### config.mk
export PLATFORM = sky130hd
export DESIGN_NAME = checksummed_frame_receiver_flat
export DESIGN_NICKNAME = d
export VERILOG_FILES = /design/src/rtl/core/cfr_pkg.sv /design/src/rtl/core/cfr_if.sv /design/src/rtl/core/checksummed_frame_receiver.sv /design/src/rtl/core/cfr_ctrl.sv /design/src/rtl/core/cfr_dp.sv /design/src/flat_wrapper.sv
export SDC_FILE = /design/constraint.sdc
export NUM_CORES = 1
export LEC_CHECK = 0
export ABC_AREA = 0
export BUFFER_PORTS_ARGS = -buffer_cell sky130_fd_sc_hd__buf_2
export CORE_AREA = 3 3 162 164
export CTS_CLUSTER_DIAMETER = 30
export DETAILED_ROUTE_END_ITERATION = 10
export DIE_AREA = 0 0 165 167
export PLACE_DENSITY = 0.75
export SYNTH_ARGS = -nofsm -noshare
export SYNTH_HDL_FRONTEND = slang
export SYNTH_HIERARCHICAL = 1
export SYNTH_SLANG_ARGS = --single-unit
export TNS_END_PERCENT = 5
### constraint.sdc
create_clock -name clk_i -period 3.9 [get_ports clk_i]
set_clock_uncertainty 0.05 [all_clocks]
set_input_delay 0.78 -clock clk_i [delete_from_list [all_inputs] [get_ports clk_i]]
set_output_delay 0.78 -clock clk_i [all_outputs]
set_load 0.005 [all_outputs]
### src/rtl/core/cfr_pkg.sv
// cfr_pkg: shared types and constants of the checksummed frame receiver
// no dependencies; used by the interfaces, controller, datapath and top level

package cfr_pkg;

  localparam int unsigned BYTE_W  = 8;
  localparam int unsigned LEN_W   = 6;
  localparam int unsigned IDX_W   = 5;
  localparam int unsigned CFG_A_W = 1;

  localparam logic [BYTE_W-1:0] START_BYTE_RST = 8'hAA;
  localparam logic [LEN_W-1:0]  MAX_LENGTH_RST = 6'd32;

  // configuration register indexes
  typedef enum logic [CFG_A_W-1:0] {
    CFG_START_BYTE = 1'b0,
    CFG_MAX_LENGTH = 1'b1
  } cfg_reg_e;

  typedef enum logic [5:0] {
    ST_HUNT = 6'b000001,
    ST_TYPE = 6'b000010,
    ST_LEN  = 6'b000100,
    ST_BODY = 6'b001000,
    ST_SUM  = 6'b010000,
    ST_EMIT = 6'b100000
  } state_e;

  // commands from controller to datapath
  typedef struct packed {
    logic cap_type;
    logic cap_len;
    logic wr_body;
    logic chk_sum;
    logic emit;
  } cmd_t;

  // status from datapath to controller
  typedef struct packed {
    logic is_start;
    logic len_zero;
    logic len_over;
    logic body_done;
    logic sum_match;
    logic emit_done;
  } sts_t;

endpackage

### src/rtl/core/cfr_if.sv
// cfr interfaces: received byte channel, result channel and config write channel
// depends on cfr_pkg for field widths

interface cfr_rx_if;
  logic                         valid;
  logic                         ready;
  logic [cfr_pkg::BYTE_W-1:0]   rx_byte;

  modport source (output valid, output rx_byte, input ready);
  modport sink   (input valid, input rx_byte, output ready);
endinterface

interface cfr_res_if;
  logic                         valid;
  logic                         ready;
  logic [cfr_pkg::BYTE_W-1:0]   frame_type;
  logic [cfr_pkg::LEN_W-1:0]    frame_length;
  logic [cfr_pkg::IDX_W-1:0]    byte_index;
  logic [cfr_pkg::BYTE_W-1:0]   payload_byte;
  logic                         has_payload;
  logic                         last_of_frame;

  modport source (output valid, output frame_type, output frame_length,
                  output byte_index, output payload_byte, output has_payload,
                  output last_of_frame, input ready);
  modport sink   (input valid, input frame_type, input frame_length,
                  input byte_index, input payload_byte, input has_payload,
                  input last_of_frame, output ready);
endinterface

interface cfr_cfg_if;
  logic                         valid;
  logic                         ready;
  logic [cfr_pkg::CFG_A_W-1:0]  index;
  logic [cfr_pkg::BYTE_W-1:0]   data;

  modport source (output valid, output index, output data, input ready);
  modport sink   (input valid, input index, input data, output ready);
endinterface

### src/rtl/core/checksummed_frame_receiver.sv
// checksummed_frame_receiver: top level, joins controller, datapath and channels
// depends on cfr_pkg, cfr_if, cfr_ctrl and cfr_dp
//
//   port    dir   kind          contents
//   rx_i    in    valid/ready   rx_byte
//   res_o   out   valid/ready   frame_type, frame_length, byte_index, payload_byte,
//                               has_payload, last_of_frame
//   cfg_i   in    valid/ready   index (0 start_byte, 1 max_length), data; always ready
//
// parsing takes one received byte per cycle
// after a good checksum rx_i is held for the whole readout of max(length, 1) results,
// one result per cycle while res_o takes them, through the single read port of the payload memory
// readout stalls with res_o; a new byte is taken while the last result waits
// reset is immediate, no memory clearing pass

module checksummed_frame_receiver #(
  parameter int unsigned MAX_PAYLOAD = 32
) (
  input  logic       clk_i,
  input  logic       rst_ni,
  cfr_rx_if.sink     rx_i,
  cfr_res_if.source  res_o,
  cfr_cfg_if.sink    cfg_i
);

  cfr_pkg::cmd_t cmd;
  cfr_pkg::sts_t sts;

  assign cfg_i.ready = 1'b1;

  cfr_ctrl u_ctrl (
    .clk_i      (clk_i),
    .rst_ni     (rst_ni),
    .in_valid_i (rx_i.valid),
    .in_ready_o (rx_i.ready),
    .sts_i      (sts),
    .cmd_o      (cmd)
  );

  cfr_dp #(
    .MAX_PAYLOAD (MAX_PAYLOAD)
  ) u_dp (
    .clk_i           (clk_i),
    .rst_ni          (rst_ni),
    .rx_byte_i       (rx_i.rx_byte),
    .cmd_i           (cmd),
    .sts_o           (sts),
    .cfg_valid_i     (cfg_i.valid),
    .cfg_index_i     (cfg_i.index),
    .cfg_data_i      (cfg_i.data),
    .res_ready_i     (res_o.ready),
    .res_valid_o     (res_o.valid),
    .frame_type_o    (res_o.frame_type),
    .frame_length_o  (res_o.frame_length),
    .byte_index_o    (res_o.byte_index),
    .payload_byte_o  (res_o.payload_byte),
    .has_payload_o   (res_o.has_payload),
    .last_of_frame_o (res_o.last_of_frame)
  );

endmodule

### src/rtl/core/cfr_ctrl.sv
// cfr_ctrl: frame parsing state machine, issues commands to the datapath
// depends on cfr_pkg

module cfr_ctrl (
  input  logic            clk_i,
  input  logic            rst_ni,
  input  logic            in_valid_i,
  output logic            in_ready_o,
  input  cfr_pkg::sts_t   sts_i,
  output cfr_pkg::cmd_t   cmd_o
);

  cfr_pkg::state_e state_q, state_d;
  logic            fire;

  assign in_ready_o = (state_q != cfr_pkg::ST_EMIT);
  assign fire       = in_valid_i && in_ready_o;

  always_comb begin
    cmd_o          = '0;
    cmd_o.cap_type = fire && (state_q == cfr_pkg::ST_TYPE);
    cmd_o.cap_len  = fire && (state_q == cfr_pkg::ST_LEN);
    cmd_o.wr_body  = fire && (state_q == cfr_pkg::ST_BODY);
    cmd_o.chk_sum  = fire && (state_q == cfr_pkg::ST_SUM);
    cmd_o.emit     = (state_q == cfr_pkg::ST_EMIT);
  end

  always_comb begin
    state_d = state_q;
    unique case (state_q)
      cfr_pkg::ST_HUNT: begin
        if (fire && sts_i.is_start) state_d = cfr_pkg::ST_TYPE;
      end
      cfr_pkg::ST_TYPE: begin
        if (fire) state_d = cfr_pkg::ST_LEN;
      end
      cfr_pkg::ST_LEN: begin
        if (fire) begin
          if (sts_i.len_zero)      state_d = cfr_pkg::ST_SUM;
          else if (sts_i.len_over) state_d = cfr_pkg::ST_HUNT;
          else                     state_d = cfr_pkg::ST_BODY;
        end
      end
      cfr_pkg::ST_BODY: begin
        if (fire && sts_i.body_done) state_d = cfr_pkg::ST_SUM;
      end
      cfr_pkg::ST_SUM: begin
        if (fire) state_d = sts_i.sum_match ? cfr_pkg::ST_EMIT : cfr_pkg::ST_HUNT;
      end
      cfr_pkg::ST_EMIT: begin
        if (sts_i.emit_done) state_d = cfr_pkg::ST_HUNT;
      end
      default: state_d = cfr_pkg::ST_HUNT;
    endcase
  end

  always_ff @(posedge clk_i or negedge rst_ni) begin
    if (!rst_ni) begin
      state_q <= cfr_pkg::ST_HUNT;
    end else begin
      state_q <= state_d;
    end
  end

  // readout always ends back in the hunt
  assert property (@(posedge clk_i) disable iff (!rst_ni)
    sts_i.emit_done |=> (state_q == cfr_pkg::ST_HUNT))
    else $error("readout did not return to hunt");

  // a good checksum always starts readout
  assert property (@(posedge clk_i) disable iff (!rst_ni)
    (cmd_o.chk_sum && sts_i.sum_match) |=> (state_q == cfr_pkg::ST_EMIT))
    else $error("good frame not emitted");

endmodule

### src/rtl/core/cfr_dp.sv
// cfr_dp: config registers, frame header and sum registers, payload memory, result register
// depends on cfr_pkg

module cfr_dp #(
  parameter int unsigned MAX_PAYLOAD = 32
) (
  input  logic                          clk_i,
  input  logic                          rst_ni,
  input  logic [cfr_pkg::BYTE_W-1:0]    rx_byte_i,
  input  cfr_pkg::cmd_t                 cmd_i,
  output cfr_pkg::sts_t                 sts_o,
  input  logic                          cfg_valid_i,
  input  logic [cfr_pkg::CFG_A_W-1:0]   cfg_index_i,
  input  logic [cfr_pkg::BYTE_W-1:0]    cfg_data_i,
  input  logic                          res_ready_i,
  output logic                          res_valid_o,
  output logic [cfr_pkg::BYTE_W-1:0]    frame_type_o,
  output logic [cfr_pkg::LEN_W-1:0]     frame_length_o,
  output logic [cfr_pkg::IDX_W-1:0]     byte_index_o,
  output logic [cfr_pkg::BYTE_W-1:0]    payload_byte_o,
  output logic                          has_payload_o,
  output logic                          last_of_frame_o
);

  localparam int unsigned AW = (MAX_PAYLOAD > 1) ? $clog2(MAX_PAYLOAD) : 1;
  localparam int unsigned LW = cfr_pkg::LEN_W;
  localparam int unsigned BW = cfr_pkg::BYTE_W;

  logic [BW-1:0] start_q;
  logic [LW-1:0] max_len_q;
  logic [BW-1:0] type_q;
  logic [LW-1:0] len_q;
  logic [BW-1:0] sum_q;
  logic [LW-1:0] fill_q;
  logic [LW-1:0] rd_idx_q;
  logic [BW-1:0] mem [MAX_PAYLOAD];

  logic          out_valid_q;
  logic [BW-1:0] out_type_q;
  logic [LW-1:0] out_len_q;
  logic [LW-1:0] out_idx_q;
  logic [BW-1:0] out_data_q;
  logic          out_has_q;
  logic          out_last_q;

  logic          load;
  logic          len_zero_q;
  logic          rd_last;
  logic [LW:0]   fill_inc;
  logic [LW:0]   rd_inc;

  assign fill_inc   = {1'b0, fill_q} + 1'b1;
  assign rd_inc     = {1'b0, rd_idx_q} + 1'b1;
  assign len_zero_q = (len_q == '0);
  assign rd_last    = len_zero_q || (rd_inc == {1'b0, len_q});
  assign load       = cmd_i.emit && (!out_valid_q || res_ready_i);

  always_comb begin
    sts_o           = '0;
    sts_o.is_start  = (rx_byte_i == start_q);
    sts_o.len_zero  = (rx_byte_i == '0);
    sts_o.len_over  = (rx_byte_i > {{(BW-LW){1'b0}}, max_len_q})
                   || ({1'b0, rx_byte_i} > 9'(MAX_PAYLOAD));
    sts_o.body_done = (fill_inc >= {1'b0, len_q});
    sts_o.sum_match = (sum_q == rx_byte_i);
    sts_o.emit_done = load && rd_last;
  end

  always_ff @(posedge clk_i or negedge rst_ni) begin
    if (!rst_ni) begin
      start_q   <= cfr_pkg::START_BYTE_RST;
      max_len_q <= cfr_pkg::MAX_LENGTH_RST;
    end else if (cfg_valid_i) begin
      case (cfg_index_i)
        cfr_pkg::CFG_START_BYTE: start_q   <= cfg_data_i;
        cfr_pkg::CFG_MAX_LENGTH: max_len_q <= cfg_data_i[LW-1:0];
        default: ;
      endcase
    end
  end

  always_ff @(posedge clk_i or negedge rst_ni) begin
    if (!rst_ni) begin
      type_q   <= '0;
      len_q    <= '0;
      sum_q    <= '0;
      fill_q   <= '0;
      rd_idx_q <= '0;
    end else begin
      if (cmd_i.cap_type) begin
        type_q <= rx_byte_i;
        sum_q  <= rx_byte_i;
      end
      if (cmd_i.cap_len) begin
        len_q  <= rx_byte_i[LW-1:0];
        sum_q  <= sum_q + rx_byte_i;
        fill_q <= '0;
      end
      if (cmd_i.wr_body) begin
        fill_q <= fill_inc[LW-1:0];
        sum_q  <= sum_q + rx_byte_i;
      end
      if (cmd_i.chk_sum) rd_idx_q <= '0;
      else if (load)     rd_idx_q <= rd_inc[LW-1:0];
    end
  end

  // payload store, body length never exceeds the depth
  always_ff @(posedge clk_i) begin
    if (cmd_i.wr_body) mem[AW'(fill_q)] <= rx_byte_i;
    if (load)          out_data_q       <= mem[AW'(rd_idx_q)];
  end

  always_ff @(posedge clk_i or negedge rst_ni) begin
    if (!rst_ni) begin
      out_valid_q <= 1'b0;
    end else if (load) begin
      out_valid_q <= 1'b1;
    end else if (res_ready_i) begin
      out_valid_q <= 1'b0;
    end
  end

  // header is copied so a new frame can start while the last result waits
  always_ff @(posedge clk_i) begin
    if (load) begin
      out_type_q <= type_q;
      out_len_q  <= len_q;
      out_idx_q  <= rd_idx_q;
      out_has_q  <= !len_zero_q;
      out_last_q <= rd_last;
    end
  end

  assign res_valid_o     = out_valid_q;
  assign frame_type_o    = out_type_q;
  assign frame_length_o  = out_len_q;
  assign byte_index_o    = out_idx_q[cfr_pkg::IDX_W-1:0];
  assign payload_byte_o  = out_has_q ? out_data_q : '0;
  assign has_payload_o   = out_has_q;
  assign last_of_frame_o = out_last_q;

  // last payload result sits at the end of the frame
  assert property (@(posedge clk_i) disable iff (!rst_ni)
    (out_valid_q && out_has_q && out_last_q)
      |-> ({1'b0, out_idx_q} + 1'b1 == {1'b0, out_len_q}))
    else $error("last flag off the frame end");

  // empty frame result is a single marked item
  assert property (@(posedge clk_i) disable iff (!rst_ni)
    (out_valid_q && !out_has_q)
      |-> (out_last_q && out_idx_q == '0 && out_len_q == '0))
    else $error("malformed empty frame result");

endmodule
### src/flat_wrapper.sv
// flat-port wrapper written by rule: the top's interface ports become plain ports
module checksummed_frame_receiver_flat 
#(
  parameter int unsigned MAX_PAYLOAD = 32
)
  (clk_i, rst_ni, rx_i_valid, rx_i_rx_byte, rx_i_ready, res_o_valid, res_o_frame_type, res_o_frame_length, res_o_byte_index, res_o_payload_byte, res_o_has_payload, res_o_last_of_frame, res_o_ready, cfg_i_valid, cfg_i_index, cfg_i_data, cfg_i_ready);
  cfr_rx_if rx_i_i ();
  cfr_res_if res_o_i ();
  cfr_cfg_if cfg_i_i ();
  input  logic clk_i;
  input  logic rst_ni;
  input wire logic [$bits(rx_i_i.valid)-1:0] rx_i_valid;
  input wire logic [$bits(rx_i_i.rx_byte)-1:0] rx_i_rx_byte;
  output wire logic [$bits(rx_i_i.ready)-1:0] rx_i_ready;
  output wire logic [$bits(res_o_i.valid)-1:0] res_o_valid;
  output wire logic [$bits(res_o_i.frame_type)-1:0] res_o_frame_type;
  output wire logic [$bits(res_o_i.frame_length)-1:0] res_o_frame_length;
  output wire logic [$bits(res_o_i.byte_index)-1:0] res_o_byte_index;
  output wire logic [$bits(res_o_i.payload_byte)-1:0] res_o_payload_byte;
  output wire logic [$bits(res_o_i.has_payload)-1:0] res_o_has_payload;
  output wire logic [$bits(res_o_i.last_of_frame)-1:0] res_o_last_of_frame;
  input wire logic [$bits(res_o_i.ready)-1:0] res_o_ready;
  input wire logic [$bits(cfg_i_i.valid)-1:0] cfg_i_valid;
  input wire logic [$bits(cfg_i_i.index)-1:0] cfg_i_index;
  input wire logic [$bits(cfg_i_i.data)-1:0] cfg_i_data;
  output wire logic [$bits(cfg_i_i.ready)-1:0] cfg_i_ready;
  assign rx_i_i.valid = rx_i_valid;
  assign rx_i_i.rx_byte = rx_i_rx_byte;
  assign rx_i_ready = rx_i_i.ready;
  assign res_o_valid = res_o_i.valid;
  assign res_o_frame_type = res_o_i.frame_type;
  assign res_o_frame_length = res_o_i.frame_length;
  assign res_o_byte_index = res_o_i.byte_index;
  assign res_o_payload_byte = res_o_i.payload_byte;
  assign res_o_has_payload = res_o_i.has_payload;
  assign res_o_last_of_frame = res_o_i.last_of_frame;
  assign res_o_i.ready = res_o_ready;
  assign cfg_i_i.valid = cfg_i_valid;
  assign cfg_i_i.index = cfg_i_index;
  assign cfg_i_i.data = cfg_i_data;
  assign cfg_i_ready = cfg_i_i.ready;
  checksummed_frame_receiver #(.MAX_PAYLOAD(MAX_PAYLOAD)) u_core (.clk_i(clk_i), .rst_ni(rst_ni), .rx_i(rx_i_i), .res_o(res_o_i), .cfg_i(cfg_i_i));
endmodule
==> results_dict.tcl <==
set metrics [dict create \
    crit_path_end_kind "register" \
    reg2reg_from "u_core/u_dp/rd_idx_q[0]" \
    drc 0 \
    crit_path_frequent_cell "buf_4" \
    track_usage_pct 24.0 \
    cts.sinks 340 \
    cts_tree "yes" \
    ant_nets 0 \
    nets 1045 \
    worstPathCellList "buf_4, buf_4, mux4_1, a221oi_1, nand3_1" \
    gp_congestion 0.846 \
    synth_edf_count 285 \
    finalHoldViolCount 0 \
    die_x_um 165 \
    critPathArrivalTime_ns 3.22 \
    start_util_pct 57.7 \
    slowest_delay_ns 0.64 \
    start_kind "register" \
    antenna_cells 0 \
    ys_ff_latch 340 \
    grt.met3_usage_pct 5.72 \
    grt_util_met1_pct 32.6 \
    synthDistinctLibCells 65 \
    ys_seq_area_share_pct 68.9 \
    cp_max_fo 19 \
    first_global_vias 8603 \
    ys_async_sr_fraction_pct 16.2 \
    min_path_type "input port to async pin" \
    powerDensity_mw_per_mm2 593 \
    coreArea_mm2 0.0250 \
    ir_worst_vdd_v 0.000427 \
    dpl.cell_count 1269 \
    rsz0062_at_grt "false" \
    vias_per_cell 6.07 \
    rows 58 \
    r2r_slack_ns 0.93 \
    path_class "register to register" \
    clock_latency_ns 0.57 \
    io_pins 54 \
    drive_gt1_share_pct 20.9 \
    critPathSlowestCell "mux4_1" \
    syn-num-nets 955 \
    tns_ns 0 \
    path_clk_slew_ns 0.06 \
    drv_cap 0 \
    synth_flop_cell "edfxtp_1" \
    final_cell_mix "edfxtp_1, mux2i_1, nor2_1, clkbuf_16, buf_2" \
    startpoint "u_core/u_dp/rd_idx_q[0]" \
    grt_overflow_total 0 \
    root_buffer "clkbuf_16" \
    synth_cells 908 \
    place_hpwl_um 19800 \
    die_y_um 167 \
    antenna_found_initial 0 \
    synth_area_per_cell_um2 15.9 \
    wire_per_inst_um 23.9 \
    grt_busiest_layer "met2" \
    cts_hold_buffers 0 \
    tightest_slew_ns 1.27 \
    min_period_ns 2.97 \
    grt_max_degree 50 \
    min_period_over_period_pct 76.2 \
    p_leak_nw 5.93 \
    grtUsageMet2_pct 37.8 \
    h-tree-depth 2 \
    setup_viol 0 \
    numCtsBuffers 57 \
    outcome "finished clean" \
    fmax_ghz 0.337 \
    vias 8331 \
    yosys_warnings 6 \
    layout.cells.non_filler 1372 \
    syn2layout_area_growth_pct 17.7 \
    drtPass1Iterations 5 \
    port_buffers 52 \
    postRouteWirelength_um 32800 \
    cts.repair.resized 0 \
    synth_area_mm2 0.0144 \
    finalMaxSlewViolations 0 \
    cp.required_ns 4.15 \
    die_area_mm2 0.0276 \
    postCtsSetupRepairBufs 0 \
    drt_iter0_markers 912 \
    clk_path_buf_depth 3 \
    grt_pass1_wl_um 49700 \
    layout.cells.most_common "edfxtp_1" \
    max_slew_margin_pct 15.5 \
]
## final timing paths
kind	endpoint	cells past startpoint
hold reg to reg	u_core/u_dp/frame_type_o[6]	0
setup / recovery	u_core/u_dp/out_data_q[7]	5
setup reg to reg	u_core/u_dp/out_data_q[7]	5
max in group asynchronous	u_core/u_dp/max_len_q[5]	2
hold / removal	u_core/u_dp/type_q[3]	1
min in group clk_i	u_core/u_dp/frame_type_o[6]	0
## Yosys cell counts, types with 2 or more instances
master / n / area [µm²]
or3_1: 2 / 12.5
a21oi_1: 27 / 135
buf_4: 7 / 52.6
xnor2_1: 21 / 184
mux2i_1: 70 / 701
clkbuf_1: 19 / 71.3
o31ai_1: 2 / 15.0
nor4_1: 5 / 31.3
a22o_1: 12 / 105
nand4_1: 3 / 18.8
nor3_1: 5 / 25.0
a221oi_1: 7 / 61.3
nor2_1: 66 / 248
nand2_1: 38 / 143
buf_8: 2 / 30.0
o21ai_0: 21 / 105
a211oi_1: 3 / 22.5
nor2b_1: 5 / 31.3
xor2_1: 8 / 70.1
and2_1: 9 / 56.3
and3_1: 4 / 25.0
ha_1: 24 / 300
nand2b_1: 10 / 62.6
mux2_2: 21 / 236
mux4_2: 15 / 338
nand3_1: 41 / 205
o21bai_1: 2 / 15.0
or3b_2: 2 / 17.5
edfxtp_1: 285 / 8560
a22oi_1: 24 / 180
inv_1: 28 / 105
a21o_1: 3 / 22.5
dfrtp_1: 49 / 1230
buf_1: 5 / 18.8
dfstp_2: 6 / 158
buf_6: 3 / 33.8
buf_2: 5 / 25.0
mux4_1: 17 / 447
nand3b_1: 4 / 30.0
o21a_1: 3 / 22.5
## per-stage QoR
stage / util, % / cell area [µm²] / hold slack (ns) / setup WS (ns) / power (mW)
final: 67.9 / 17000 / 0.344 / 0.930 / 10.1
after floorplan: - / 14400 / 0.371 / 1.06 / 4.83
after detailed placement: 60.0 / 15000 / 0.384 / 0.960 / 5.07
after CTS: 67.9 / 17000 / 0.372 / 0.959 / 10.1
after global placement: 60.0 / 15000 / 0.381 / 0.992 / 5.04
after global routing: 67.9 / 17000 / 0.388 / 0.688 / 10.4
## area by class of cell
cell class	instances	area, µm²
multi-input combinational	498	4140
clock inverter	38	510
tap	330	413
fill	1647	8040
inverter	28	105
clock buffer	65	1470
sequential	340	9950
timing repair buffer	73	418
## registers in the layout, summed over array words and instances, names as in the netlist
| register | count |
|---|---|
| u_core/u_dp/rd_idx_q | 6 |
| u_core/u_ctrl/state_q | 6 |
| u_core/u_dp/max_len_q | 6 |
| u_core/u_dp/start_q | 8 |
| u_core/u_dp/sum_q | 8 |
| u_core/u_dp/last_of_frame_o | 1 |
| u_core/u_dp/fill_q | 6 |
| u_core/u_dp/mem | 256 |
| u_core/u_dp/out_data_q | 8 |
| u_core/u_dp/type_q | 8 |
| u_core/u_dp/has_payload_o | 1 |
| u_core/u_dp/res_valid_o | 1 |
| u_core/u_dp/out_idx_q | 5 |
| u_core/u_dp/frame_length_o | 6 |
| u_core/u_dp/len_q | 6 |
| u_core/u_dp/frame_type_o | 8 |
## routing by layer
metal | up-vias | share of wire, %
li1 | 3691 | -
met1 | 4165 | 40
met2 | 396 | 49
met3 | 79 | 8.0
met4 | 0 | 3.2
met5 | - | 0
## report_power, final
group | internal (mW) | switching [mW]
sequential | 4.11 | 0.143
clock | 3.36 | 1.70
combinational | 0.341 | 0.415
total | 7.81 | 2.26
## critical path: cells and delay by family (launching register included)
| family | cells | cell delay [ns] |
|---|---|---|
| simple gates | 1 | 0.12 |
| flops | 1 | 0.62 |
| compound gates | 1 | 0.48 |
| buf+inv | 2 | 0.77 |
| mux | 1 | 0.64 |
## cells by family (layout without fill, tap and decap cells)
group / Yosys count / count (layout) / synth area share (%)
DFF: 340 / 340 / 68.9
adders and majority gates: 25 / 25 / 2.22
other: 1 / 1 / 0.0260
buffers and inverters: 70 / 204 / 2.47
AOI/OAI and AO/OA: 118 / 118 / 5.82
xor gates and xnor gates: 29 / 29 / 1.76
and+or+nand+nor: 201 / 201 / 6.82
muxes: 124 / 124 / 12.0
(Power assumes the default switching activity.)
